`src/rtl/bayer_rggb_bilinear_demosaic_defines.svh`:
```
// Assertion helpers for the demosaic RTL.
// Each takes a label, clock, active-low reset, the condition(s) and a message.
`ifndef BAYER_RGGB_BILINEAR_DEMOSAIC_DEFINES_SVH
`define BAYER_RGGB_BILINEAR_DEMOSAIC_DEFINES_SVH
`ifndef SYNTHESIS
// Check cons in the same cycle as ante.
`define DMSC_ASSERT_IMPLY(label, clk, rst_n, ante, cons, msg) \
    label: assert property (@(posedge clk) disable iff (!(rst_n)) (ante) |-> (cons)) \
        else $error(msg);
// Check cons in the cycle after ante.
`define DMSC_ASSERT_NEXT(label, clk, rst_n, ante, cons, msg) \
    label: assert property (@(posedge clk) disable iff (!(rst_n)) (ante) |=> (cons)) \
        else $error(msg);
`else
`define DMSC_ASSERT_IMPLY(label, clk, rst_n, ante, cons, msg)
`define DMSC_ASSERT_NEXT(label, clk, rst_n, ante, cons, msg)
`endif
`endif

```
`src/rtl/dmsc_pkg.sv`:
```
`default_nettype none
package dmsc_pkg;

    // Frame limits and widths
    localparam int MAX_WIDTH  = 4096;
    localparam int MAX_HEIGHT = 4096;
    localparam int DIM_W      = 13;
    localparam int ADDR_W     = $clog2(MAX_WIDTH);
    localparam int SAMPLE_W   = 10;
    localparam int CHAN_W     = 8;
    localparam int RAW_W      = 16;
    localparam int CFG_IDX_W  = 2;
    localparam int CFG_DATA_W = 13;

    localparam logic [DIM_W-1:0] MIN_DIM      = DIM_W'(2);
    localparam logic [DIM_W-1:0] MAX_W_DIM    = DIM_W'(MAX_WIDTH);
    localparam logic [DIM_W-1:0] MAX_H_DIM    = DIM_W'(MAX_HEIGHT);
    localparam logic [DIM_W-1:0] RST_WIDTH    = DIM_W'(4096);
    localparam logic [DIM_W-1:0] RST_HEIGHT   = DIM_W'(4096);

    // Configuration register indexes
    typedef logic [CFG_IDX_W-1:0] t_cfg_idx;
    localparam t_cfg_idx CFG_FRAME_WIDTH  = 2'd0;
    localparam t_cfg_idx CFG_FRAME_HEIGHT = 2'd1;
    localparam t_cfg_idx CFG_HIGH_ALIGNED = 2'd2;

    typedef logic [SAMPLE_W-1:0] t_sample;

    // Input and output words
    typedef struct packed {
        logic [RAW_W-1:0] raw_word;
        logic             drain;
    } t_in_word;

    typedef struct packed {
        logic [CHAN_W-1:0] red;
        logic [CHAN_W-1:0] green;
        logic [CHAN_W-1:0] blue;
        logic              end_of_line;
        logic              end_of_frame;
    } t_out_word;

    // Per-item control for the output pixel released by an item
    typedef struct packed {
        logic emit;
        logic x_first;
        logic x_last;
        logic y_first;
        logic y_last;
        logic x_odd;
        logic y_odd;
        logic eol;
        logic eof;
    } t_pix_ctrl;

    // What the front end issues into the line-store stage
    typedef struct packed {
        t_pix_ctrl         ctrl;
        logic              wr;
        logic [ADDR_W-1:0] addr;
        t_sample           sample;
    } t_issue;

    // One window column: rows y-1, y, y+1
    typedef struct packed {
        t_sample top;
        t_sample mid;
        t_sample bot;
    } t_column;

    // Interpolated 10-bit pixel
    typedef struct packed {
        t_sample r;
        t_sample g;
        t_sample b;
        logic    eol;
        logic    eof;
    } t_rgb10;

endpackage
`default_nettype wire

```
`src/rtl/dmsc_window.sv`:
```
`default_nettype none
module dmsc_window (
    input  wire logic                i_clk,
    input  wire logic                i_rst_n,
    input  wire logic                i_load,
    input  wire dmsc_pkg::t_pix_ctrl i_ctrl,
    input  wire dmsc_pkg::t_column   i_column,
    output      dmsc_pkg::t_pix_ctrl o_ctrl,
    output      dmsc_pkg::t_rgb10    o_rgb
);
    import dmsc_pkg::*;

    t_column   r_col_l;
    t_column   r_col_c;
    t_column   r_col_r;
    t_pix_ctrl r_ctrl;

    t_column   col_l;
    t_column   col_r;
    t_sample   c;
    t_sample   west;
    t_sample   east;
    t_sample   north;
    t_sample   south;
    t_sample   nw;
    t_sample   ne;
    t_sample   sw;
    t_sample   se;
    logic [SAMPLE_W+1:0] cross_sum;
    logic [SAMPLE_W+1:0] diag_sum;
    logic [SAMPLE_W:0]   horiz_sum;
    logic [SAMPLE_W:0]   vert_sum;
    t_sample   cross_avg;
    t_sample   diag_avg;
    t_sample   horiz_avg;
    t_sample   vert_avg;

    // Shift the 3x3 window by one column per word
    always_ff @(posedge i_clk) begin
        if (!i_rst_n) begin
            r_col_l <= '0;
            r_col_c <= '0;
            r_col_r <= '0;
        end else if (i_load) begin
            r_col_l <= r_col_c;
            r_col_c <= r_col_r;
            r_col_r <= i_column;
        end
    end

    always_ff @(posedge i_clk) begin
        if (i_load) begin
            r_ctrl <= i_ctrl;
        end
    end

    // Replicate edge samples at the frame borders
    always_comb begin
        col_l = r_ctrl.x_first ? r_col_c : r_col_l;
        col_r = r_ctrl.x_last  ? r_col_c : r_col_r;
        c     = r_col_c.mid;
        west  = col_l.mid;
        east  = col_r.mid;
        north = r_ctrl.y_first ? r_col_c.mid : r_col_c.top;
        south = r_ctrl.y_last  ? r_col_c.mid : r_col_c.bot;
        nw    = r_ctrl.y_first ? col_l.mid : col_l.top;
        ne    = r_ctrl.y_first ? col_r.mid : col_r.top;
        sw    = r_ctrl.y_last  ? col_l.mid : col_l.bot;
        se    = r_ctrl.y_last  ? col_r.mid : col_r.bot;
    end

    // Neighbor averages, truncated
    always_comb begin
        horiz_sum = {1'b0, west} + {1'b0, east};
        vert_sum  = {1'b0, north} + {1'b0, south};
        cross_sum = {1'b0, horiz_sum} + {1'b0, vert_sum};
        diag_sum  = ({2'b0, nw} + {2'b0, ne}) + ({2'b0, sw} + {2'b0, se});
        horiz_avg = horiz_sum[SAMPLE_W:1];
        vert_avg  = vert_sum[SAMPLE_W:1];
        cross_avg = cross_sum[SAMPLE_W+1:2];
        diag_avg  = diag_sum[SAMPLE_W+1:2];
    end

    // Pick channels by Bayer phase: R at even/even, B at odd/odd
    always_comb begin
        o_rgb.eol = r_ctrl.eol;
        o_rgb.eof = r_ctrl.eof;
        case ({r_ctrl.y_odd, r_ctrl.x_odd})
            2'b00: begin
                o_rgb.r = c;
                o_rgb.g = cross_avg;
                o_rgb.b = diag_avg;
            end
            2'b01: begin
                o_rgb.r = horiz_avg;
                o_rgb.g = c;
                o_rgb.b = vert_avg;
            end
            2'b10: begin
                o_rgb.r = vert_avg;
                o_rgb.g = c;
                o_rgb.b = horiz_avg;
            end
            default: begin
                o_rgb.r = diag_avg;
                o_rgb.g = cross_avg;
                o_rgb.b = c;
            end
        endcase
    end

    assign o_ctrl = r_ctrl;

endmodule
`default_nettype wire

```
`config.mk`:
```
export PLATFORM = sky130hd
export DESIGN_NAME = dmsc_window
export DESIGN_NICKNAME = d
export VERILOG_FILES = /design/src/rtl/bayer_rggb_bilinear_demosaic_defines.svh /design/src/rtl/dmsc_pkg.sv /design/src/rtl/dmsc_window.sv
export SDC_FILE = /design/constraint.sdc
export NUM_CORES = 1
export LEC_CHECK = 0
export BUFFER_PORTS_ARGS = -buffer_cell sky130_fd_sc_hd__clkbuf_2
export CAP_MARGIN = 20
export CORE_UTILIZATION = 55
export DETAILED_ROUTE_END_ITERATION = 8
export PLACE_DENSITY = 0.75
export SLEW_MARGIN = 10
export SYNTH_ARGS = -nofsm -noshare
export SYNTH_HDL_FRONTEND = slang
export SYNTH_SLANG_ARGS = --single-unit
```
`constraint.sdc`:
```
create_clock -name i_clk -period 6.1 [get_ports i_clk]
set_clock_uncertainty 0.2 [all_clocks]
set_input_delay 0.61 -clock i_clk [delete_from_list [all_inputs] [get_ports i_clk]]
set_output_delay 0.61 -clock i_clk [all_outputs]
set_load 0.1 [all_outputs]
```
==> results of run 1 <==
==> state kept, by name, summed over array words and instances (netlist names) <==
register  cells
r_col_r      30
c            10
o_ctrl        9
r_col_l      30
r_col_c      20
==> placed cells by master (no fill, tap or decap), types with 27 or more instances in the layout <==
cell type	synthesis	final
mux2_2	39	39
a21oi_1	59	58
nand2_1	28	28
clkbuf_2	0	72
nor2_1	56	56
dfxtp_1	90	90
nor2b_1	95	95
ha_1	39	39
mux2i_1	137	137
inv_1	27	27
==> final cells by class <==
class / instances / area, µm²
multi-input combinational: 628 / 5380
clock inverter: 6 / 71.3
sequential: 99 / 2070
timing repair buffer: 102 / 708
inverter: 28 / 105
clock buffer: 10 / 239
fill: 1092 / 4610
tap: 176 / 220
==> through the flow <==
| stage | instance area [µm²] | TNS, ns | worst slack [ns] | std cells |
|---|---|---|---|---|
| floorplan | 7770 | -0.0145 | -0.0145 | 809 |
| global placement | 8380 | 0 | 0.673 | 1023 |
| detailed placement | 8380 | 0 | 0.526 | 1023 |
| CTS | 8690 | 0 | 0.101 | 1039 |
| global route | 8790 | 0 | 0.0228 | 1049 |
| finish | 8790 | 0 | 0.248 | 1049 |
==> power groups by stage <==
| stage | registers [µW] | clock network (µW) | logic (µW) |
|---|---|---|---|
| 6_report | 723 | 606 | 757 |
| 3_5_place_dp | 741 | 0 | 737 |
| 4_1_cts | 726 | 617 | 739 |
| 2_1_floorplan | 749 | 0 | 578 |
| 3_3_place_gp | 739 | 0 | 721 |
| 5_1_grt | 727 | 641 | 801 |
==> cells by family (layout without fill, tap and decap cells) <==
family,Yosys count,count (layout)
xor gates and xnor gates,24,24
and+or+nand+nor,220,220
buffers and inverters,82,146
DFF,99,99
AOI/OAI and AO/OA,132,132
muxes,191,191
adders and majority gates,61,61
==> path summary, 6_finish.rpt <==
| kind | start | to | slack, ns | depth (start not counted) |
|---|---|---|---|---|
| min | i_ctrl[2] | o_ctrl[2]$_DFFE_PP_ | 0.23 | 1 |
| max | o_ctrl[6]$_DFFE_PP_ | o_rgb[11] | 0.25 | 14 |
| min reg2reg | r_col_l[26]$_SDFFE_PN0P_ | r_col_l[26]$_SDFFE_PN0P_ | 0.33 | 2 |
| max reg2reg | c[6]$_SDFFE_PN0P_ | c[6]$_SDFFE_PN0P_ | 4.96 | 2 |
==> routing by layer <==
| metal | GRT usage (%) | share of wire (%) |
|---|---|---|
| met2 | 42.4 | 45 |
| met5 | 0 | 0 |
| met4 | 10.0 | 2.3 |
| met3 | 3.66 | 4.4 |
| met1 | 38.3 | 49 |
==> repair_timing <==
item | in CTS | in global routing
setup endpoints to repair | 0 | 7
gates resized for setup | 0 | 2
buffers inserted | 0 | 10
==> critical path: cells and delay by family, from the launching register on <==
kind            cells  cell delay (ns)
simple gates        2             0.26
buf+inv             3             0.54
mux                 2             0.60
fa+ha+maj           3             1.40
flops               1             0.54
compound gates      4             1.32
==> metrics.csv, run 1 <==
metric,value,unit
Detailed Routing Iterations Pass 1,4,
crit path max-delay cell type,o41ai_1,
Crit Path Class,flop to output pin,
status,"complete, no violations",
HP Class,primary input to flop,
Routed Antenna Nets,0,
post-synthesis xor/xnor area fraction,2.74,%
CP Cell Sequence,buf_6 -> mux2_2 -> a21oi_1 -> fa_1 -> fa_1 -> inv_1 -> ha_1 -> nand3_1 -> o2111ai_1 -> nor3_1 -> o41ai_1 -> mux2i_1 -> o21ai_2 -> buf_12,
"most used cell, CP",fa_1,
synth cell count leaders,"mux2i_1 (137), nor2b_1 (95), dfxtp_1 (90), a21oi_1 (59), nor2_1 (56)",
die width,120,µm
Static Leak,0.00408,µW
clock root cell,clkbuf_16,
Crit path required time,5.29,ns
PD cells,237,nW/µm²
most common cell in the netlist,mux2i_1,
Synth Instances,809,
Placer Congestion,0.937,
post-layout power,2090,µW
RSZ-0062 raised after global routing,false,
"EDFF count, synth",9,
multiplexer area fraction after synthesis,28.0,%
"top cells by area, synth","dfxtp_1 (23%), mux2i_1 (18%), nor2b_1 (7.7%), ha_1 (6.4%), fa_1 (5.7%)",
Switch Pwr,825,µW
CTS Buf Count,9,
Area Growth Syn to Fin,14.6,%
largest stage delay on the critical path,0.58,ns
final wirelength,19200,µm
drt via density,5.90,
DRC viols,0,
CTS tree,built,
Critical Path Source Type,flop,
first-pass GRT wire length,31000,µm
number of distinct library cells after synthesis,55,
Iteration-0 DRC Markers,403,
largest net degree at the start of global routing,91,
nets@finish,971,
Clk pwr share,29.0,%
main combinational cell family by area after synthesis,multiplexers,
initial antenna violation count,0,
Post-Syn Area,7670,µm²
synth warn,0,
Int Pwr,1260,µW
Layout Utilization,65.6,%
Rows,42,
Slew HR,32.7,%
Flop pwr share,34.7,%
largest area contributor in the netlist,dfxtp_1,
initial core utilization,57.3,%
worst IR drop on VDD,0.243,mV
Congestion Overflow GR,0,
critical path endpoint category,output pin,
Top Ports,83,
post-synthesis compound-gate area fraction,11.0,%
Slew Limit Fails,0,
number of max-cap violations,0,
adder-cell area share of the yosys netlist,12.1,%
Post-Syn Nets,912,
n_diodes,0,
sequential fraction of the synthesis area,27.0,%
Comb pwr share,36.3,%
core area,13400,µm²
post-DP HPWL,14400,µm
post-layout min period,5.85,ns
Final Cycle Share,95.9,%
Fin. Hold Viols,0,
Syn Area/Cell,9.49,µm²
Total GRT Usage,27.2,%
commonest register cell after synthesis,dfxtp_1,
asr flop ratio synth,0,%
Post-CTS Hold Fix Bufs,0,
via count,6189,
die area,14400,µm²
Synth Area in Simple Gates,14.9,%
vias in the first global route,6044,
post-DR wirelength/cell,18.3,µm
Die Height,120,µm
FMAX,171,MHz
"FF+latch count, synth",99,
share of the synthesized area in the top cell type,23.5,%
hold slack final,0.226,ns
Worst Path Arrival,5.04,ns
CTS sink count,99,
measured slew at the worst slew-check pin,1.01,ns
Clock Pin Slew Worst Setup and Hold Paths,0.08,ns
CP Max Fanout,19,
share of cells above drive strength 1,22.2,%
clock buffer depth,2,
PortBufs,82,
clk_lat worst skew,0.35,ns
Final setup viols,0,
switch share,39.6,%
H-tree levels,3,
Note: power is estimated with default switching activity, not from simulation.
==> run 2: changes to the inputs <==
--- a/config.mk
+++ b/config.mk
@@ -7,9 +7,9 @@
 export LEC_CHECK = 0
 export BUFFER_PORTS_ARGS = -buffer_cell sky130_fd_sc_hd__clkbuf_2
 export CAP_MARGIN = 20
-export CORE_UTILIZATION = 55
+export CORE_UTILIZATION = 60
 export DETAILED_ROUTE_END_ITERATION = 8
-export PLACE_DENSITY = 0.75
+export PLACE_DENSITY = 0.81
 export SLEW_MARGIN = 10
 export SYNTH_ARGS = -nofsm -noshare
 export SYNTH_HDL_FRONTEND = slang
==> run 2 against run 1 <==
  * Sequential cell count stayed put
  * Clock power is 10% lower
  * Non-clock buffer count is 9 lower
  * Critical path depth stayed put
  * Final cell count is 1.6% lower
  * Critical path type unchanged
  * Highest routed layer unchanged
==> metrics.csv, run 2 (synthesis results as in run 1) <==
metric,value,unit,change
Top Ports,83,,unchanged
Rows,40,,-4.8%
worst IR drop on VDD,0.218,mV,-10%
Routed Antenna Nets,0,,unchanged
"non-filler cells, final",1032,,-1.6%
CP Max Fanout,18,,-1
share of cells above drive strength 1,21.4,%,-0.81 points
critical path endpoint category,output pin,,
die area,13200,µm²,-8.2%
CTS Buf Count,9,,unchanged
Congestion Overflow GR,0,,unchanged
clock buffer depth,2,,unchanged
Crit path required time,5.29,ns,about the same
die width,115,µm,-4.2%
Crit Path Class,flop to output pin,,
first-pass GRT wire length,29200,µm,-5.6%
initial antenna violation count,0,,unchanged
via count,6079,,-1.8%
HP Class,primary input to flop,,
vias in the first global route,5704,,-5.6%
Worst Path Arrival,5.10,ns,+0.06 ns
status,"complete, no violations",,
Iteration-0 DRC Markers,463,,+15%
Finished Cell Area,8660,µm²,-1.5%
Placer Congestion,0.908,,-3.1%
largest net degree at the start of global routing,81,,-11%
Die Height,115,µm,-4.2%
post-DP HPWL,13900,µm,-3.5%
"commonest non-fill, non-tap cell in the layout",mux2i_1,,
Final Cycle Share,96.9,%,+1.0 points
CTS sink count,99,,unchanged
core area,12300,µm²,-8.5%
post-DR wirelength/cell,17.8,µm,-2.6%
Detailed Routing Iterations Pass 1,7,,+3
initial core utilization,62.6,%,+5.3 points
clk_lat worst skew,0.35,ns,about the same
Area Growth Syn to Fin,12.9,%,
DRC viols,0,,unchanged
PD cells,232,nW/µm²,-2.3%
Fin. Hold Viols,0,,unchanged
"commonest non-fill, non-tap cells in the layout","mux2i_1 (137), nor2b_1 (95), dfxtp_1 (90)",,
Total GRT Usage,28.7,%,+1.5 points
RSZ-0062 raised after global routing,false,,
H-tree levels,3,,unchanged
Post-CTS Hold Fix Bufs,0,,unchanged
n_diodes,0,,unchanged
Fillers,935,,-14%
number of max-cap violations,0,,unchanged
Clock Pin Slew Worst Setup and Hold Paths,0.07,ns,about the same
Final setup viols,0,,unchanged
FMAX,169,MHz,-1.0%
drt via density,5.89,,-0.16%
measured slew at the worst slew-check pin,1.00,ns,-0.00508 ns
Critical Path Source Type,flop,,
final wirelength,18400,µm,-4.1%
clock root cell,clkbuf_16,,
Static Leak,0.00402,µW,-1.6%
Slew HR,33.1,%,+0.34 points
post-layout min period,5.91,ns,+0.0614 ns
nets@finish,962,,-0.93%
DP Area,8370,µm²,-0.21%
PortBufs,82,,unchanged
Slew Limit Fails,0,,unchanged
CTS tree,built,,
Largest regs,"r_col_l x30, r_col_r x30, r_col_c x20",,
placed cell count,1014,,-0.88%
## run 2: cell count changes in the layout (fill, tap and decap cells not counted), sizes merged
| cell | delta |
|---|---|
| buf | -8 |
| bufinv | -1 |
| clkbuf | -2 |
| inv | +2 |
## run 2: path summary, 6_finish.rpt
check                           from                  endpoint  slack [ns]  cells after the start
max              o_ctrl[7]$_DFFE_PP_                 o_rgb[10]        0.19                     14
min                        i_ctrl[8]       o_ctrl[8]$_DFFE_PP_        0.23                      1
max reg2reg        c[4]$_SDFFE_PN0P_  r_col_l[14]$_SDFFE_PN0P_        4.91                      2
min reg2reg  r_col_l[3]$_SDFFE_PN0P_   r_col_l[3]$_SDFFE_PN0P_        0.32                      2
## run 2: layout make-up
| type | count | area [µm²] | share of cell area, % |
|---|---|---|---|
| clock buffers | 9 | 225 | 2.60 |
| well taps | 168 | 210 | 2.43 |
| flip-flops and latches | 99 | 2070 | 23.9 |
| multi-input cells | 628 | 5380 | 62.0 |
| inverters | 28 | 105 | 1.21 |
| clock inverters | 7 | 57.6 | 0.664 |
| repair buffers | 93 | 618 | 7.13 |
## run 2: per-layer routing
metal	vias to the layer above	share of wire [%]	wire length, µm	global-route usage, %
met2	199	44	8150	44.1
met3	20	5.1	945	5.11
met5	-	0	0	0
met1	2889	49	9090	41.9
li1	2971	-	-	-
met4	0	1.1	203	6.41
## run 2: power breakdown
| part | total, µW | switching (µW) | leakage, µW | internal, µW |
|---|---|---|---|---|
| logic | 742 | 507 | 0.00305 | 235 |
| clock network | 543 | 260 | 0.000141 | 283 |
| registers | 724 | 40.6 | 0.000822 | 683 |
| total | 2010 | 807 | 0.00402 | 1200 |
## run 2: stage by stage
stage	setup WS, ns	power [µW]	hold slack (ns)	util, %	TNS (ns)
after global routing	0.00970	2100	0.216	70.7	0
after global placement	0.750	1460	0.292	68.2	0
after detailed placement	0.639	1470	0.305	68.2	0
after floorplan	-0.0145	1330	0.278	-	-0.0145
final	0.187	2010	0.229	70.7	0
after CTS	0.222	2010	0.220	70.5	0
## run 2: worst max-delay path, stage by stage, from the launching register on
cell	delay, ns
edfxtp_1	0.62
buf_4	0.39
mux2_2	0.41
a21oi_1	0.21
fa_1	0.44
fa_1	0.49
inv_1	0.04
ha_1	0.37
a21oi_1	0.25
o21a_1	0.23
mux2i_1	0.10
and2_1	0.17
a2111oi_0	0.66
a211oi_4	0.15
buf_12	0.21
## run 2: what timing repair did
item                                    4_1_cts  5_1_grt
setup buffers                                 0        2
resized for setup                             0        0
endpoints found under the setup margin        0        4
