$ cat src/rtl/bayer_rggb_bilinear_demosaic_defines.svh
// Assertion helpers for the demosaic RTL.
// Each takes a label, clock, active-low reset, the condition(s) and a message.
`ifndef BAYER_RGGB_BILINEAR_DEMOSAIC_DEFINES_SVH
`define BAYER_RGGB_BILINEAR_DEMOSAIC_DEFINES_SVH
`ifndef SYNTHESIS
// Check cons in the same cycle as ante.
`define DMSC_ASSERT_IMPLY(label, clk, rst_n, ante, cons, msg) \
    label: assert property (@(posedge clk) disable iff (!(rst_n)) (ante) |-> (cons)) \
        else $error(msg);
// Check cons in the cycle after ante.
`define DMSC_ASSERT_NEXT(label, clk, rst_n, ante, cons, msg) \
    label: assert property (@(posedge clk) disable iff (!(rst_n)) (ante) |=> (cons)) \
        else $error(msg);
`else
`define DMSC_ASSERT_IMPLY(label, clk, rst_n, ante, cons, msg)
`define DMSC_ASSERT_NEXT(label, clk, rst_n, ante, cons, msg)
`endif
`endif

$ cat src/rtl/dmsc_pkg.sv
`default_nettype none
package dmsc_pkg;

    // Frame limits and widths
    localparam int MAX_WIDTH  = 4096;
    localparam int MAX_HEIGHT = 4096;
    localparam int DIM_W      = 13;
    localparam int ADDR_W     = $clog2(MAX_WIDTH);
    localparam int SAMPLE_W   = 10;
    localparam int CHAN_W     = 8;
    localparam int RAW_W      = 16;
    localparam int CFG_IDX_W  = 2;
    localparam int CFG_DATA_W = 13;

    localparam logic [DIM_W-1:0] MIN_DIM      = DIM_W'(2);
    localparam logic [DIM_W-1:0] MAX_W_DIM    = DIM_W'(MAX_WIDTH);
    localparam logic [DIM_W-1:0] MAX_H_DIM    = DIM_W'(MAX_HEIGHT);
    localparam logic [DIM_W-1:0] RST_WIDTH    = DIM_W'(4096);
    localparam logic [DIM_W-1:0] RST_HEIGHT   = DIM_W'(4096);

    // Configuration register indexes
    typedef logic [CFG_IDX_W-1:0] t_cfg_idx;
    localparam t_cfg_idx CFG_FRAME_WIDTH  = 2'd0;
    localparam t_cfg_idx CFG_FRAME_HEIGHT = 2'd1;
    localparam t_cfg_idx CFG_HIGH_ALIGNED = 2'd2;

    typedef logic [SAMPLE_W-1:0] t_sample;

    // Input and output words
    typedef struct packed {
        logic [RAW_W-1:0] raw_word;
        logic             drain;
    } t_in_word;

    typedef struct packed {
        logic [CHAN_W-1:0] red;
        logic [CHAN_W-1:0] green;
        logic [CHAN_W-1:0] blue;
        logic              end_of_line;
        logic              end_of_frame;
    } t_out_word;

    // Per-item control for the output pixel released by an item
    typedef struct packed {
        logic emit;
        logic x_first;
        logic x_last;
        logic y_first;
        logic y_last;
        logic x_odd;
        logic y_odd;
        logic eol;
        logic eof;
    } t_pix_ctrl;

    // What the front end issues into the line-store stage
    typedef struct packed {
        t_pix_ctrl         ctrl;
        logic              wr;
        logic [ADDR_W-1:0] addr;
        t_sample           sample;
    } t_issue;

    // One window column: rows y-1, y, y+1
    typedef struct packed {
        t_sample top;
        t_sample mid;
        t_sample bot;
    } t_column;

    // Interpolated 10-bit pixel
    typedef struct packed {
        t_sample r;
        t_sample g;
        t_sample b;
        logic    eol;
        logic    eof;
    } t_rgb10;

endpackage
`default_nettype wire

$ cat src/rtl/dmsc_ctrl.sv
`default_nettype none
module dmsc_ctrl (
    input  wire logic                          i_clk,
    input  wire logic                          i_rst_n,
    input  wire logic                          i_cfg_we,
    input  wire dmsc_pkg::t_cfg_idx            i_cfg_index,
    input  wire logic [dmsc_pkg::CFG_DATA_W-1:0] i_cfg_data,
    input  wire dmsc_pkg::t_in_word            i_in_word,
    input  wire logic                          i_load,
    output      logic                          o_ignore,
    output      dmsc_pkg::t_issue              o_issue
);
    import dmsc_pkg::*;

    logic [DIM_W-1:0] r_frame_width;
    logic [DIM_W-1:0] r_frame_height;
    logic             r_high_aligned;

    logic [DIM_W-1:0] r_in_col, n_in_col;
    logic [DIM_W-1:0] r_in_row, n_in_row;
    logic [DIM_W-1:0] r_out_col, n_out_col;
    logic [DIM_W-1:0] r_out_row, n_out_row;

    logic [DIM_W-1:0] w_eff;
    logic [DIM_W-1:0] h_eff;
    logic [DIM_W-1:0] w_last;
    logic [DIM_W-1:0] h_last;
    logic             pixel_phase;
    logic             restart;
    logic             emit;
    logic [DIM_W-1:0] col;
    logic [DIM_W-1:0] x;
    logic [DIM_W-1:0] y;
    logic [DIM_W:0]   in_col_inc;
    logic [DIM_W:0]   out_col_inc;
    logic [DIM_W:0]   out_row_inc;
    logic             eol;
    logic             eof;

    // Configuration registers
    always_ff @(posedge i_clk) begin
        if (!i_rst_n) begin
            r_frame_width  <= RST_WIDTH;
            r_frame_height <= RST_HEIGHT;
            r_high_aligned <= 1'b0;
        end else if (i_cfg_we) begin
            unique case (i_cfg_index)
                CFG_FRAME_WIDTH:  r_frame_width  <= i_cfg_data[DIM_W-1:0];
                CFG_FRAME_HEIGHT: r_frame_height <= i_cfg_data[DIM_W-1:0];
                CFG_HIGH_ALIGNED: r_high_aligned <= i_cfg_data[0];
                default: ;
            endcase
        end
    end

    // Clamp frame size into the supported range
    always_comb begin
        if (r_frame_width < MIN_DIM) begin
            w_eff = MIN_DIM;
        end else if (r_frame_width > MAX_W_DIM) begin
            w_eff = MAX_W_DIM;
        end else begin
            w_eff = r_frame_width;
        end
        if (r_frame_height < MIN_DIM) begin
            h_eff = MIN_DIM;
        end else if (r_frame_height > MAX_H_DIM) begin
            h_eff = MAX_H_DIM;
        end else begin
            h_eff = r_frame_height;
        end
        w_last = w_eff - DIM_W'(1);
        h_last = h_eff - DIM_W'(1);
    end

    // Input position, warm-up and drain handling
    always_comb begin
        pixel_phase = r_in_row < h_eff;
        o_ignore    = pixel_phase && i_in_word.drain;
        col         = (r_in_col < w_eff) ? r_in_col : w_last;
        in_col_inc  = {1'b0, r_in_col} + (DIM_W+1)'(1);
        restart     = 1'b0;
        n_in_col    = in_col_inc[DIM_W-1:0];
        n_in_row    = r_in_row;
        if (pixel_phase) begin
            emit = (r_in_row >= DIM_W'(2)) || ((r_in_row == DIM_W'(1)) && (r_in_col != '0));
            if (in_col_inc >= {1'b0, w_eff}) begin
                n_in_col = '0;
                n_in_row = r_in_row + DIM_W'(1);
            end
        end else begin
            emit    = 1'b1;
            restart = in_col_inc > {1'b0, w_eff};
        end
    end

    // Output position and border flags of the released pixel
    always_comb begin
        x           = (r_out_col < w_eff) ? r_out_col : w_last;
        y           = (r_out_row < h_eff) ? r_out_row : h_last;
        out_col_inc = {1'b0, r_out_col} + (DIM_W+1)'(1);
        out_row_inc = {1'b0, r_out_row} + (DIM_W+1)'(1);
        eol         = out_col_inc >= {1'b0, w_eff};
        eof         = eol && (out_row_inc >= {1'b0, h_eff});
        n_out_col   = r_out_col;
        n_out_row   = r_out_row;
        if (emit) begin
            if (eol) begin
                n_out_col = '0;
                n_out_row = out_row_inc[DIM_W-1:0];
            end else begin
                n_out_col = out_col_inc[DIM_W-1:0];
            end
        end
    end

    // Issue word for the line-store stage
    always_comb begin
        o_issue.ctrl.emit    = emit;
        o_issue.ctrl.x_first = x == '0;
        o_issue.ctrl.x_last  = x == w_last;
        o_issue.ctrl.y_first = y == '0;
        o_issue.ctrl.y_last  = y == h_last;
        o_issue.ctrl.x_odd   = x[0];
        o_issue.ctrl.y_odd   = y[0];
        o_issue.ctrl.eol     = eol;
        o_issue.ctrl.eof     = eof;
        o_issue.wr           = pixel_phase;
        o_issue.addr         = col[ADDR_W-1:0];
        o_issue.sample       = r_high_aligned ? i_in_word.raw_word[RAW_W-1:RAW_W-SAMPLE_W]
                                              : i_in_word.raw_word[SAMPLE_W-1:0];
    end

    // Advance counters on each loaded word, restart after the drain
    always_ff @(posedge i_clk) begin
        if (!i_rst_n) begin
            r_in_col  <= '0;
            r_in_row  <= '0;
            r_out_col <= '0;
            r_out_row <= '0;
        end else if (i_load) begin
            if (restart) begin
                r_in_col  <= '0;
                r_in_row  <= '0;
                r_out_col <= '0;
                r_out_row <= '0;
            end else begin
                r_in_col  <= n_in_col;
                r_in_row  <= n_in_row;
                r_out_col <= n_out_col;
                r_out_row <= n_out_row;
            end
        end
    end

endmodule
`default_nettype wire

$ cat config.mk
export PLATFORM = sky130hd
export DESIGN_NAME = dmsc_ctrl
export DESIGN_NICKNAME = d
export VERILOG_FILES = /design/src/rtl/bayer_rggb_bilinear_demosaic_defines.svh /design/src/rtl/dmsc_pkg.sv /design/src/rtl/dmsc_ctrl.sv
export SDC_FILE = /design/constraint.sdc
export NUM_CORES = 1
export LEC_CHECK = 0
export BUFFER_PORTS_ARGS = -buffer_cell sky130_fd_sc_hd__buf_2
export CORE_ASPECT_RATIO = 1.5
export CORE_MARGIN = 3
export CORE_UTILIZATION = 68
export CTS_BUF_LIST = sky130_fd_sc_hd__clkbuf_2
export DETAILED_ROUTE_END_ITERATION = 10
export MAX_ROUTING_LAYER = met4
export PLACE_DENSITY = 0.89
export SYNTH_ARGS = -nofsm -noshare
export SYNTH_HDL_FRONTEND = slang
export SYNTH_SLANG_ARGS = --single-unit
$ cat constraint.sdc
create_clock -name i_clk -period 6.62 [get_ports i_clk]
set_clock_uncertainty 0.1 [all_clocks]
set_input_delay 1.324 -clock i_clk [delete_from_list [all_inputs] [get_ports i_clk]]
set_output_delay 1.324 -clock i_clk [all_outputs]
set_load 0.05 [all_outputs]
==> report_table.html, run 1 <==
<table>
<tr><th>Metric</th><th>Value</th></tr>
<tr><th colspan="2">Outcome</th></tr>
<tr><td>Run status</td><td>finished clean</td></tr>
<tr><th colspan="2">Timing</th></tr>
<tr><td>Setup_tns</td><td>0 ps</td></tr>
<tr><td>Final period utilization</td><td>92.9%</td></tr>
<tr><td>Slew Limit Headroom</td><td>between 30% and 40%</td></tr>
<tr><td>Final number of setup-violating endpoints</td><td>0</td></tr>
<tr><td>RSZ-0062 raised after global routing</td><td>false</td></tr>
<tr><td>Total count of max-transition violations in the final report</td><td>0</td></tr>
<tr><td>Slew at the pin closest to its max-slew limit</td><td>~1000 ps</td></tr>
<tr><td>Min setup slack post-route</td><td>roughly 470 ps</td></tr>
<tr><td>Hold Vio Cnt, Final</td><td>0</td></tr>
<tr><td>Highest clock rate</td><td>163 MHz</td></tr>
<tr><td>Min cycle time layout</td><td>about 6000 ps</td></tr>
<tr><th colspan="2">Yosys</th></tr>
<tr><td>Combined area of all synthesized cells</td><td>~7900 sq um</td></tr>
<tr><td>Number of distinct library cells after synthesis</td><td>between 60 and 70</td></tr>
<tr><td>Synth warnings</td><td>0</td></tr>
<tr><td>Register bit count reported by yosys</td><td>between 70 and 80</td></tr>
<tr><td>Area fraction of the dominant cell type after synthesis</td><td>around a fifth</td></tr>
<tr><td>Biggest area consumer among synthesized cells</td><td>sky130_fd_sc_hd__dfxtp_1</td></tr>
<tr><td>Number of synthesized flops with an enable pin</td><td>0</td></tr>
<tr><td>Most frequent cell after synthesis</td><td>sky130_fd_sc_hd__nand2_1</td></tr>
<tr><td>Most area-consuming cells after synthesis</td><td>sky130_fd_sc_hd__dfxtp_1, sky130_fd_sc_hd__ha_1, sky130_fd_sc_hd__nand2_1</td></tr>
<tr><td>Syn_nets</td><td>between 1000 and 1500</td></tr>
<tr><td>Post-Synthesis Cells</td><td>1024</td></tr>
<tr><td>Sequential cell area fraction in the yosys report</td><td>around 20%</td></tr>
<tr><td>Top cells by count, synth</td><td>sky130_fd_sc_hd__nand2_1, sky130_fd_sc_hd__ha_1, sky130_fd_sc_hd__dfxtp_1</td></tr>
<tr><td>Post-synthesis average cell area</td><td>about 7.7 sq um</td></tr>
<tr><td>Most used DFF post-synth</td><td>sky130_fd_sc_hd__dfxtp_1</td></tr>
<tr><td>Fraction of synthesis flops using an asynchronous set or reset pin</td><td>0%</td></tr>
<tr><th colspan="2">Global route</th></tr>
<tr><td>Via count of the first global-routing pass</td><td>around 7700</td></tr>
<tr><td>Total global-route track usage</td><td>approximately 37%</td></tr>
<tr><td>GRT Residual Overflow</td><td>0</td></tr>
<tr><td>Maximum number of pins on one net before global-route repair</td><td>56</td></tr>
<tr><td>Met1 Resource Use GR</td><td>between 30% and 40%</td></tr>
<tr><td>Initial antenna violation count</td><td>1</td></tr>
<tr><td>Met2 track demand over resource</td><td>~64%</td></tr>
<tr><td>Global routing met3 resource utilization</td><td>4.70%</td></tr>
<tr><td>Wire length of the first global-routing pass</td><td>37200 um</td></tr>
<tr><td>Most Crowded Layer GR</td><td>met2</td></tr>
<tr><th colspan="2">Cells and area</th></tr>
<tr><td>Layout cells sized above 1</td><td>11.6%</td></tr>
<tr><td>Growth of design area from synthesis to finish</td><td>5.46%</td></tr>
<tr><td>Final core occ</td><td>between 70% and 80%</td></tr>
<tr><td>Final net count</td><td>between 1000 and 1500</td></tr>
<tr><th colspan="2">Detailed routing</th></tr>
<tr><td>Via density per instance</td><td>between 6 and 7</td></tr>
<tr><td>Number of nets with antenna violations after detailed routing</td><td>0</td></tr>
<tr><td>Wire length per cell</td><td>between 15 and 20 um</td></tr>
<tr><td>DR DRC count</td><td>0</td></tr>
<tr><td>Number of DRC markers in iteration 0</td><td>657</td></tr>
<tr><td>Total length of routed wires</td><td>between 20000 and 25000 um</td></tr>
<tr><td>Total via count after detailed routing</td><td>between 7000 and 8000</td></tr>
<tr><td>Pre-antenna DRT Iters</td><td>5</td></tr>
<tr><th colspan="2">Worst hold path</th></tr>
<tr><td>Type of the tightest min-delay check</td><td>reg2reg</td></tr>
<tr><th colspan="2">Power</th></tr>
<tr><td>Leak pwr</td><td>~3.5 nW</td></tr>
<tr><td>Pwr per Cell Area</td><td>approximately 130 nW/um^2</td></tr>
<tr><td>Maximum vdd drop</td><td>just over 90 uV</td></tr>
<tr><td>Total power consumption of the routed design</td><td>between 1 and 1.5 mW</td></tr>
<tr><th colspan="2">Die</th></tr>
<tr><td>Die outline area</td><td>about 13000 sq um</td></tr>
<tr><td>Core area</td><td>11200 sq um</td></tr>
<tr><td>Cell row count</td><td>47</td></tr>
<tr><td>Starting density of the core</td><td>~70%</td></tr>
<tr><td>Die extent in y</td><td>138 um</td></tr>
<tr><td>Number of primary I/O pins</td><td>69</td></tr>
<tr><td>Die Width</td><td>roughly 94 um</td></tr>
<tr><th colspan="2">Critical path</th></tr>
<tr><td>Data required time of the worst path</td><td>~5200 ps</td></tr>
<tr><td>Endpoint class of the critical path</td><td>primary output</td></tr>
<tr><td>CP Max Fanout</td><td>16</td></tr>
<tr><td>WS Path Type</td><td>reg2out</td></tr>
<tr><td>Arrival @ worst endpoint</td><td>4720 ps</td></tr>
<tr><td>Category of the worst setup path launch point</td><td>flip-flop</td></tr>
<tr><th colspan="2">Placement</th></tr>
<tr><td>Routability congestion estimate</td><td>slightly below 1</td></tr>
<tr><td>DPL Wire Length</td><td>18100 um</td></tr>
<tr><td>Place WS</td><td>roughly 1100 ps</td></tr>
<tr><td>I/O Buffers</td><td>68</td></tr>
<tr><th colspan="2">Clock tree</th></tr>
<tr><td>Root buffer cell</td><td>sky130_fd_sc_hd__clkbuf_2</td></tr>
<tr><td>Latest clock arrival within the worst-skew pair</td><td>570 ps</td></tr>
<tr><td>CTS tree</td><td>done</td></tr>
<tr><td>Number of buffers added by the clock tree synthesis step</td><td>9</td></tr>
<tr><td>Buffer depth of the longest clock path</td><td>2</td></tr>
<tr><td>Clk sinks</td><td>slightly below 80</td></tr>
<tr><td>Number of resized instances in the post-cts repair step</td><td>0</td></tr>
<tr><td>Clock edge transition at the registers on the reported setup and hold paths</td><td>between 200 and 250 ps</td></tr>
<tr><td>Post-cts hold buffer count</td><td>0</td></tr>
<tr><td>Buffers inserted during post-CTS setup optimization</td><td>0</td></tr>
<tr><td>Maximum level of the CTS H-tree</td><td>3</td></tr>
<tr><th colspan="2">Flow run</th></tr>
<tr><td>Max-cap check violation count</td><td>0</td></tr>
</table>
-- path summary, 6_finish.rpt --
| check | slack [ps] | start | cells after the start | to |
|---|---|---|---|---|
| max | 470 | r_frame_height[2]$_SDFFE_PN0P_ | 10 | o_issue[27] |
| min reg2reg | 430 | r_frame_width[6]$_SDFFE_PN0P_ | 2 | r_frame_width[6]$_SDFFE_PN0P_ |
| max reg2reg | 1940 | r_frame_width[2]$_SDFFE_PN0P_ | 13 | r_out_col[11]$_SDFFE_PN0P_ |
| min | 430 | r_frame_width[6]$_SDFFE_PN0P_ | 2 | r_frame_width[6]$_SDFFE_PN0P_ |
-- where the power goes --
group,switching (mW),total [mW],internal (mW)
clock,0.183,0.272,0.0889
combinational,0.190,0.291,0.101
sequential,0.0180,0.503,0.485
-- worst max-delay path, cell delays in order, from the launching register on --
cell and delay (ps):
sky130_fd_sc_hd__dfxtp_1 460, sky130_fd_sc_hd__or4_4 640, sky130_fd_sc_hd__nor4_1 440, sky130_fd_sc_hd__o21ai_0 310
sky130_fd_sc_hd__ha_1 480, sky130_fd_sc_hd__nor3_1 250, sky130_fd_sc_hd__a211oi_1 60, sky130_fd_sc_hd__or4_1 500
sky130_fd_sc_hd__or4_1 530, sky130_fd_sc_hd__o41ai_2 200, sky130_fd_sc_hd__buf_2 310
-- placed cells by master, fill, tap and decap left out, types with 12 or more instances in the layout --
| cell | n |
|---|---|
| sky130_fd_sc_hd__nand4_1 | 15 |
| sky130_fd_sc_hd__a21oi_1 | 55 |
| sky130_fd_sc_hd__o21ai_0 | 44 |
| sky130_fd_sc_hd__nor4_1 | 20 |
| sky130_fd_sc_hd__xor2_1 | 19 |
| sky130_fd_sc_hd__xnor2_1 | 52 |
| sky130_fd_sc_hd__a21boi_0 | 37 |
| sky130_fd_sc_hd__nor2b_1 | 13 |
| sky130_fd_sc_hd__dfxtp_1 | 79 |
| sky130_fd_sc_hd__o21a_1 | 12 |
| sky130_fd_sc_hd__mux2i_1 | 21 |
| sky130_fd_sc_hd__and3_1 | 20 |
| sky130_fd_sc_hd__nand2b_1 | 17 |
| sky130_fd_sc_hd__nand2_1 | 132 |
| sky130_fd_sc_hd__inv_1 | 35 |
| sky130_fd_sc_hd__a21o_1 | 14 |
| sky130_fd_sc_hd__ha_1 | 99 |
| sky130_fd_sc_hd__buf_2 | 68 |
| sky130_fd_sc_hd__mux2_2 | 17 |
| sky130_fd_sc_hd__nor3_1 | 22 |
| sky130_fd_sc_hd__a31oi_1 | 12 |
| sky130_fd_sc_hd__nor2_1 | 64 |
| sky130_fd_sc_hd__nand3_1 | 32 |
-- registers in the layout (all words and copies together) (netlist names) --
name / cells
r_frame_height: 13
r_frame_width: 13
r_high_aligned: 1
r_in_col: 13
r_in_row: 13
r_out_col: 13
r_out_row: 13
-- per-layer routing --
| metal | share of wire, % | wire length [um] |
|---|---|---|
| met5 | 0 | 0 |
| met4 | 6.9 | 1600 |
| met3 | 5.5 | 1270 |
| met2 | 51 | 11700 |
| met1 | 37 | 8570 |
-- metrics by stage --
stage,cell area [sq um],hold WS [ps],instances
2_1_floorplan,7850,371,1024
3_3_place_gp,8160,396,1181
3_5_place_dp,8160,402,1181
4_1_cts,8280,424,1197
5_1_grt,8280,470,1198
6_report,8280,425,1198
-- final cells by class --
cell class,count,area [sq um]
inverters,36,135
fillers,929,2890
clock inverters,7,71.3
diodes,1,2.50
multi-input cells,842,5860
clock buffers,9,45.0
repair buffers,77,408
flip-flops and latches,79,1580
well taps,147,184
-- kinds of logic after synthesis --
group / Yosys count / synth area share (%)
AOI/OAI and AO/OA: 243 / 20.5
muxes: 38 / 5.11
xor gates and xnor gates: 71 / 7.92
buffers and inverters: 103 / 5.31
and+or+nand+nor: 391 / 25.3
DFF: 79 / 20.1
adders and majority gates: 99 / 15.8
(Power assumes the default switching activity.)
==> run 2, diff against run 1 <==
Settings changed: RECOVER_POWER set to 25.
==> report_table.html, run 2 (synthesis results as in run 1) <==
<table>
<tr><th>Metric</th><th>Value</th></tr>
<tr><th colspan="2">Clock tree</th></tr>
<tr><td>Root buffer cell</td><td>sky130_fd_sc_hd__clkbuf_2</td></tr>
<tr><td>Post-cts hold buffer count</td><td>0 (unchanged)</td></tr>
<tr><td>Maximum level of the CTS H-tree</td><td>3 (unchanged)</td></tr>
<tr><td>Number of resized instances in the post-cts repair step</td><td>0 (unchanged)</td></tr>
<tr><td>Number of buffers added by the clock tree synthesis step</td><td>9 (unchanged)</td></tr>
<tr><td>Clock edge transition at the registers on the reported setup and hold paths</td><td>220 ps (about the same)</td></tr>
<tr><td>Latest clock arrival within the worst-skew pair</td><td>570 ps (about the same)</td></tr>
<tr><td>Buffers inserted during post-CTS setup optimization</td><td>0 (unchanged)</td></tr>
<tr><td>CTS tree</td><td>done</td></tr>
<tr><td>Clk sinks</td><td>79 (unchanged)</td></tr>
<tr><td>Buffer depth of the longest clock path</td><td>2 (unchanged)</td></tr>
<tr><th colspan="2">Die</th></tr>
<tr><td>Number of primary I/O pins</td><td>69 (unchanged)</td></tr>
<tr><td>Core area</td><td>11200 sq um (unchanged)</td></tr>
<tr><td>Die Width</td><td>93.8 um (unchanged)</td></tr>
<tr><td>Die extent in y</td><td>138 um (unchanged)</td></tr>
<tr><td>Die outline area</td><td>12900 sq um (unchanged)</td></tr>
<tr><td>Starting density of the core</td><td>70.3% (unchanged)</td></tr>
<tr><td>Cell row count</td><td>47 (unchanged)</td></tr>
<tr><th colspan="2">Critical path</th></tr>
<tr><td>Arrival @ worst endpoint</td><td>4710 ps (about the same)</td></tr>
<tr><td>Category of cells accounting for the largest share of critical-path delay</td><td>simple AND/OR/NAND/NOR gates</td></tr>
<tr><td>Origin of the critical flop-to-flop path</td><td>r_frame_width[2]$_SDFFE_PN0P_</td></tr>
<tr><td>Capture instance of the worst register-to-register path</td><td>r_out_col[11]$_SDFFE_PN0P_</td></tr>
<tr><td>Series of cell instances along the critical path</td><td>or4_4 &gt; nor4_1 &gt; o21ai_0 &gt; ha_1 &gt; nor3_1 &gt; a211oi_1 &gt; or4_1 &gt; or4_1 &gt; o41ai_2 &gt; buf_2</td></tr>
<tr><td>Data required time of the worst path</td><td>5200 ps (about the same)</td></tr>
<tr><td>WS Path Type</td><td>reg2out</td></tr>
<tr><td>Reg2reg path depth</td><td>13 (unchanged)</td></tr>
<tr><td>Most numerous cell on the critical path</td><td>sky130_fd_sc_hd__or4_1</td></tr>
<tr><td>Setup slack on the worst flop-to-flop path</td><td>1920 ps (-20 ps)</td></tr>
<tr><td>Endpoint class of the critical path</td><td>primary output</td></tr>
<tr><td>CP Max Fanout</td><td>16 (unchanged)</td></tr>
<tr><td>Longest individual stage delay on the worst path</td><td>650 ps (about the same)</td></tr>
<tr><td>Buffer and inverter count on the worst path</td><td>1 (unchanged)</td></tr>
<tr><td>Category of the worst setup path launch point</td><td>flip-flop</td></tr>
<tr><td>Critical-path top delay cell</td><td>sky130_fd_sc_hd__or4_4</td></tr>
<tr><th colspan="2">Power</th></tr>
<tr><td>Pwr per Cell Area</td><td>129 nW/um^2 (+0.20%)</td></tr>
<tr><td>Total power consumption of the routed design</td><td>1.07 mW (+0.17%)</td></tr>
<tr><td>Leak pwr</td><td>3.49 nW (-0.16%)</td></tr>
<tr><td>Clock Power Share</td><td>25.6% (about the same)</td></tr>
<tr><td>Maximum vdd drop</td><td>93.8 uV (+1.3%)</td></tr>
<tr><td>Net switching fraction of the power</td><td>36.8% (+0.071 points)</td></tr>
<tr><td>Net switching power</td><td>0.393 mW (+0.36%)</td></tr>
<tr><td>Cell Int Power</td><td>0.675 mW (about the same)</td></tr>
<tr><td>Relative contribution of combinational cells to total power</td><td>27.3% (about the same)</td></tr>
<tr><td>Proportion of power drawn by flip-flops and latches</td><td>47.1% (about the same)</td></tr>
<tr><th colspan="2">Flow run</th></tr>
<tr><td>Max-cap check violation count</td><td>1 (+1)</td></tr>
<tr><th colspan="2">Cells and area</th></tr>
<tr><td>Commonest cells after routing, fill and taps aside</td><td>sky130_fd_sc_hd__nand2_1, sky130_fd_sc_hd__ha_1, sky130_fd_sc_hd__dfxtp_1</td></tr>
<tr><td>Final core occ</td><td>74.1% (about the same)</td></tr>
<tr><td>Post-route non-filler standard cell count</td><td>1198 (unchanged)</td></tr>
<tr><td>Growth of design area from synthesis to finish</td><td>5.43% (about the same)</td></tr>
<tr><td>Multi-input gate area</td><td>5860 sq um (unchanged)</td></tr>
<tr><td>Leading cell type in the layout, fill and taps excluded</td><td>sky130_fd_sc_hd__nand2_1</td></tr>
<tr><td>Register area</td><td>1580 sq um (unchanged)</td></tr>
<tr><td>Layout cells sized above 1</td><td>11.4% (-0.19 points)</td></tr>
<tr><td>Filler instances</td><td>930 (+0.11%)</td></tr>
<tr><td>Final net count</td><td>1180 (unchanged)</td></tr>
<tr><th colspan="2">Timing</th></tr>
<tr><td>Slew Limit Headroom</td><td>-43.7% (-78 points)</td></tr>
<tr><td>Setup_tns</td><td>0 ps (unchanged)</td></tr>
<tr><td>Highest clock rate</td><td>163 MHz (+0.18%)</td></tr>
<tr><td>RSZ-0062 raised after global routing</td><td>false</td></tr>
<tr><td>Total count of max-transition violations in the final report</td><td>56 (+56)</td></tr>
<tr><td>Hold Vio Cnt, Final</td><td>0 (unchanged)</td></tr>
<tr><td>Slew at the pin closest to its max-slew limit</td><td>2160 ps (+1170 ps)</td></tr>
<tr><td>Final number of setup-violating endpoints</td><td>0 (unchanged)</td></tr>
<tr><td>Min cycle time layout</td><td>6140 ps (-11.2 ps)</td></tr>
<tr><td>Hold Worst Slack</td><td>428 ps (+2.19 ps)</td></tr>
<tr><td>Final period utilization</td><td>92.7% (-0.17 points)</td></tr>
<tr><th colspan="2">Detailed routing</th></tr>
<tr><td>Pre-antenna DRT Iters</td><td>5 (unchanged)</td></tr>
<tr><td>Number of nets with antenna violations after detailed routing</td><td>0 (unchanged)</td></tr>
<tr><td>Via density per instance</td><td>6.57 (-0.63%)</td></tr>
<tr><td>Total via count after detailed routing</td><td>7876 (-0.63%)</td></tr>
<tr><td>DR DRC count</td><td>0 (unchanged)</td></tr>
<tr><td>Total length of routed wires</td><td>23100 um (about the same)</td></tr>
<tr><td>Wire length per cell</td><td>19.3 um (about the same)</td></tr>
<tr><td>Number of DRC markers in iteration 0</td><td>641 (-2.4%)</td></tr>
<tr><th colspan="2">Outcome</th></tr>
<tr><td>Violated checks</td><td>max-capacitance violations, max-slew violations</td></tr>
<tr><td>Run status</td><td>finished with violations</td></tr>
<tr><th colspan="2">Global route</th></tr>
<tr><td>Via count of the first global-routing pass</td><td>7674 (unchanged)</td></tr>
<tr><td>GRT Residual Overflow</td><td>0 (unchanged)</td></tr>
<tr><td>Total global-route track usage</td><td>37.3% (unchanged)</td></tr>
<tr><td>Maximum number of pins on one net before global-route repair</td><td>56 (unchanged)</td></tr>
<tr><td>Wire length of the first global-routing pass</td><td>37200 um (unchanged)</td></tr>
<tr><td>Initial antenna violation count</td><td>1 (unchanged)</td></tr>
<tr><th colspan="2">Worst hold path</th></tr>
<tr><td>Hold path startpoint</td><td>r_frame_width[6]$_SDFFE_PN0P_</td></tr>
<tr><td>Worst hold path stage count</td><td>2 (unchanged)</td></tr>
<tr><td>Hold-critical path endpoint</td><td>r_frame_width[6]$_SDFFE_PN0P_</td></tr>
<tr><td>Type of the tightest min-delay check</td><td>reg2reg</td></tr>
<tr><th colspan="2">Placement</th></tr>
<tr><td>Routability congestion estimate</td><td>0.963 (unchanged)</td></tr>
<tr><td>DPL Wire Length</td><td>18100 um (unchanged)</td></tr>
<tr><td>I/O Buffers</td><td>68 (unchanged)</td></tr>
<tr><td>Count of placed standard cells including taps</td><td>1181 (unchanged)</td></tr>
</table>
-- run 2: cell types whose count changed in the layout (fill, tap and decap cells not counted) --
cell                       before  now
sky130_fd_sc_hd__clkbuf_1       0    2
sky130_fd_sc_hd__buf_2         68   66
-- run 2: tightest hold or removal path, cell delays in order (launching register included) --
cell	delay (ps)
sky130_fd_sc_hd__dfxtp_1	380
sky130_fd_sc_hd__nand2_1	60
sky130_fd_sc_hd__a21boi_0	60
-- run 2: through the flow --
step                setup slack [ps]  instance area [sq um]
detailed placement              1120                   8160
finish                           482                   8280
floorplan                        898                   7850
global route                     190                   8280
CTS                              457                   8280
global placement                1100                   8160
-- run 2: worst max path at each step --
stage	startpoint	to	slack (ps)	depth (start not counted)
after floorplan	r_frame_width[4]$_SDFFE_PN0P_	o_issue[29]	900	13
after global placement	r_frame_height[2]$_SDFFE_PN0P_	o_issue[27]	1100	11
after detailed placement	r_frame_height[2]$_SDFFE_PN0P_	o_issue[27]	1120	11
after CTS	r_frame_height[2]$_SDFFE_PN0P_	o_issue[27]	460	11
after global routing	r_frame_height[2]$_SDFFE_PN0P_	o_issue[27]	190	10
final	r_frame_height[2]$_SDFFE_PN0P_	o_issue[27]	480	10
-- run 2: power groups by stage --
stage,sequential (mW),clock [mW],combinational [mW]
2_1_floorplan,0.501,0,0.225
3_3_place_gp,0.511,0,0.284
3_5_place_dp,0.512,0,0.287
4_1_cts,0.503,0.279,0.288
5_1_grt,0.505,0.298,0.314
6_report,0.503,0.274,0.291
-- run 2: routing by layer --
metal | up-vias | routed length [um] | global-route usage (%)
met5 | - | 0 | -
met4 | 0 | 1640 | 24.9
met3 | 122 | 1180 | 4.70
met2 | 334 | 11700 | 64.3
met1 | 3669 | 8640 | 39.4
li1 | 3751 | - | -
-- run 2: layout make-up --
class,instances,area share [%]
antenna,1,0.0302
clock buffer,9,0.544
clock inverter,7,0.861
inverter,36,1.63
multi-input combinational,842,70.7
sequential,79,19.1
tap,147,2.22
timing repair buffer,77,4.90
==> run 3, diff against run 2 <==
Settings changed: CORE_ASPECT_RATIO 1.5 to 1.4.
==> report_table.html, run 3 (synthesis results as in run 1) <==
<table>
<tr><th>Metric</th><th>Value</th></tr>
<tr><th colspan="2">Detailed routing</th></tr>
<tr><td>Total via count after detailed routing</td><td>7921 (+0.57%)</td></tr>
<tr><td>Total length of routed wires</td><td>23000 um (-0.53%)</td></tr>
<tr><td>Pre-antenna DRT Iters</td><td>5 (unchanged)</td></tr>
<tr><td>DR DRC count</td><td>0 (unchanged)</td></tr>
<tr><td>Wire length per cell</td><td>19.3 um (+0.14%)</td></tr>
<tr><td>Number of DRC markers in iteration 0</td><td>603 (-5.9%)</td></tr>
<tr><td>Via density per instance</td><td>6.66 (+1.2%)</td></tr>
<tr><td>Number of nets with antenna violations after detailed routing</td><td>0 (unchanged)</td></tr>
<tr><th colspan="2">Critical path</th></tr>
<tr><td>WS Path Type</td><td>reg2out</td></tr>
<tr><td>Buffer and inverter count on the worst path</td><td>2 (+1)</td></tr>
<tr><td>Longest individual stage delay on the worst path</td><td>640 ps (about the same)</td></tr>
<tr><td>Endpoint class of the critical path</td><td>primary output</td></tr>
<tr><td>Series of cell instances along the critical path</td><td>or4_4 &gt; nor4_4 &gt; or3b_4 &gt; ha_1 &gt; inv_1 &gt; nor2_1 &gt; a211oi_1 &gt; or4_1 &gt; or4_1 &gt; o41ai_2 &gt; buf_2</td></tr>
<tr><td>Arrival @ worst endpoint</td><td>4740 ps (+30 ps)</td></tr>
<tr><td>Most numerous cell on the critical path</td><td>sky130_fd_sc_hd__or4_1</td></tr>
<tr><td>Data required time of the worst path</td><td>5200 ps (about the same)</td></tr>
<tr><td>Critical-path top delay cell</td><td>sky130_fd_sc_hd__or4_4</td></tr>
<tr><td>CP Max Fanout</td><td>16 (unchanged)</td></tr>
<tr><td>Category of the worst setup path launch point</td><td>flip-flop</td></tr>
<tr><td>Category of cells accounting for the largest share of critical-path delay</td><td>simple AND/OR/NAND/NOR gates</td></tr>
<tr><th colspan="2">Die</th></tr>
<tr><td>Number of primary I/O pins</td><td>69 (unchanged)</td></tr>
<tr><td>Die outline area</td><td>12900 sq um (about the same)</td></tr>
<tr><td>Die Width</td><td>96.8 um (+3.3%)</td></tr>
<tr><td>Starting density of the core</td><td>71.2% (+0.88 points)</td></tr>
<tr><td>Cell row count</td><td>45 (-4.3%)</td></tr>
<tr><td>Core area</td><td>11000 sq um (-1.2%)</td></tr>
<tr><td>Die extent in y</td><td>133 um (-3.2%)</td></tr>
<tr><th colspan="2">Global route</th></tr>
<tr><td>Met2 track demand over resource</td><td>62.4% (-1.9 points)</td></tr>
<tr><td>Global routing met3 resource utilization</td><td>4.61% (-0.090 points)</td></tr>
<tr><td>GRT Residual Overflow</td><td>0 (unchanged)</td></tr>
<tr><td>Wire length of the first global-routing pass</td><td>37700 um (+1.2%)</td></tr>
<tr><td>Total global-route track usage</td><td>36.3% (-0.99 points)</td></tr>
<tr><td>Via count of the first global-routing pass</td><td>7808 (+1.7%)</td></tr>
<tr><td>Most Crowded Layer GR</td><td>met2</td></tr>
<tr><td>Initial antenna violation count</td><td>0 (-1)</td></tr>
<tr><td>Met1 Resource Use GR</td><td>39.7% (+0.24 points)</td></tr>
<tr><td>Maximum number of pins on one net before global-route repair</td><td>56 (unchanged)</td></tr>
<tr><th colspan="2">Worst hold path</th></tr>
<tr><td>Type of the tightest min-delay check</td><td>reg2reg</td></tr>
<tr><th colspan="2">Power</th></tr>
<tr><td>Leak pwr</td><td>3.52 nW (+0.89%)</td></tr>
<tr><td>Maximum vdd drop</td><td>96.4 uV (+2.8%)</td></tr>
<tr><td>Pwr per Cell Area</td><td>140 nW/um^2 (+8.5%)</td></tr>
<tr><th colspan="2">Placement</th></tr>
<tr><td>DPL Wire Length</td><td>17600 um (-2.8%)</td></tr>
<tr><td>I/O Buffers</td><td>68 (unchanged)</td></tr>
<tr><td>Routability congestion estimate</td><td>0.981 (+1.8%)</td></tr>
<tr><th colspan="2">Timing</th></tr>
<tr><td>Hold Worst Slack</td><td>437 ps (+9.35 ps)</td></tr>
<tr><td>Slew at the pin closest to its max-slew limit</td><td>2340 ps (+186 ps)</td></tr>
<tr><td>Final period utilization</td><td>93.1% (+0.41 points)</td></tr>
<tr><td>Final number of setup-violating endpoints</td><td>0 (unchanged)</td></tr>
<tr><td>Hold Vio Cnt, Final</td><td>0 (unchanged)</td></tr>
<tr><td>Total count of max-transition violations in the final report</td><td>56 (unchanged)</td></tr>
<tr><td>RSZ-0062 raised after global routing</td><td>false</td></tr>
<tr><td>Min cycle time layout</td><td>6160 ps (+26.9 ps)</td></tr>
<tr><td>Highest clock rate</td><td>162 MHz (-0.44%)</td></tr>
<tr><td>Setup_tns</td><td>0 ps (unchanged)</td></tr>
<tr><td>Slew Limit Headroom</td><td>-56.1% (-12 points)</td></tr>
<tr><th colspan="2">Clock tree</th></tr>
<tr><td>Maximum level of the CTS H-tree</td><td>3 (unchanged)</td></tr>
<tr><td>CTS tree</td><td>done</td></tr>
<tr><td>Clock edge transition at the registers on the reported setup and hold paths</td><td>200 ps (-20 ps)</td></tr>
<tr><td>Number of buffers added by the clock tree synthesis step</td><td>9 (unchanged)</td></tr>
<tr><td>Buffer depth of the longest clock path</td><td>2 (unchanged)</td></tr>
<tr><td>Latest clock arrival within the worst-skew pair</td><td>570 ps (about the same)</td></tr>
<tr><td>Root buffer cell</td><td>sky130_fd_sc_hd__clkbuf_2</td></tr>
<tr><td>Clk sinks</td><td>79 (unchanged)</td></tr>
<tr><th colspan="2">Cells and area</th></tr>
<tr><td>Final net count</td><td>1180 (unchanged)</td></tr>
<tr><td>Layout cells sized above 1</td><td>11.4% (about the same)</td></tr>
<tr><td>Antenna diode count</td><td>0 (-1)</td></tr>
<tr><td>Filler instances</td><td>878 (-5.6%)</td></tr>
<tr><td>Growth of design area from synthesis to finish</td><td>6.17%</td></tr>
<tr><td>Commonest cells after routing, fill and taps aside</td><td>sky130_fd_sc_hd__nand2_1, sky130_fd_sc_hd__ha_1, sky130_fd_sc_hd__dfxtp_1</td></tr>
<tr><td>Leading cell type in the layout, fill and taps excluded</td><td>sky130_fd_sc_hd__nand2_1</td></tr>
<tr><th colspan="2">Outcome</th></tr>
<tr><td>Violated checks</td><td>max-capacitance violations, max-slew violations</td></tr>
<tr><td>Run status</td><td>finished with violations</td></tr>
<tr><th colspan="2">Flow run</th></tr>
<tr><td>Max-cap check violation count</td><td>1 (unchanged)</td></tr>
</table>
==> run 3: tightest hold or removal path, delay by kind of cell (launching register included) <==
| kind | cells | cell delay [ps] |
|---|---|---|
| compound gates | 1 | 70 |
| flops | 1 | 380 |
| simple gates | 1 | 60 |
==> run 3: layout make-up <==
| class | count | area, sq um | share of cell area, % |
|---|---|---|---|
| tap | 141 | 176 | 2.12 |
| timing repair buffer | 77 | 403 | 4.83 |
| clock inverter | 6 | 133 | 1.59 |
| clock buffer | 9 | 45.0 | 0.540 |
| sequential | 79 | 1580 | 19.0 |
| inverter | 36 | 135 | 1.62 |
| multi-input combinational | 842 | 5860 | 70.3 |
==> run 3: layer usage <==
layer | routed length, um | vias to the layer above | share of wire, %
li1 | - | 3754 | -
met1 | 8640 | 3673 | 38
met2 | 11500 | 381 | 50
met3 | 1440 | 113 | 6.3
met4 | 1370 | 0 | 6.0
met5 | 0 | - | 0
==> run 3: final timing paths <==
path / startpoint / end / slack [ps] / depth (start not counted)
worst max-delay path: r_frame_height[2]$_SDFFE_PN0P_ / o_issue[27] / 460 / 11
worst min-delay path: r_frame_width[0]$_SDFFE_PN0P_ / r_frame_width[0]$_SDFFE_PN0P_ / 440 / 2
worst max register to register: r_frame_width[4]$_SDFFE_PN0P_ / r_out_col[3]$_SDFFE_PN0P_ / 1940 / 13
worst min register to register: r_frame_width[0]$_SDFFE_PN0P_ / r_frame_width[0]$_SDFFE_PN0P_ / 440 / 2
==> run 3: what timing repair did <==
item | CTS | global route
hold buffers | 0 | 0
resized for setup | 0 | 1
hold endpoints to repair | 0 | 0
buffers inserted | 0 | 0
endpoints found under the setup margin | 0 | 2
==> run 3: per-stage QoR <==
step | total power, mW | instance area [sq um] | worst slack, ps | utilization, % | instances
floorplan | 0.726 | 7850 | 898 | - | 1024
global placement | 0.794 | 8160 | 1100 | 73.9 | 1175
detailed placement | 0.797 | 8160 | 1050 | 73.9 | 1175
CTS | 1.17 | 8330 | 394 | 75.5 | 1190
global route | 1.21 | 8340 | 144 | 75.6 | 1190
finish | 1.17 | 8340 | 455 | 75.6 | 1190
==> run 3: power by group <==
group	internal [mW]	total [mW]	switching (mW)
combinational	0.101	0.292	0.191
clock	0.199	0.372	0.174
sequential	0.485	0.503	0.0180
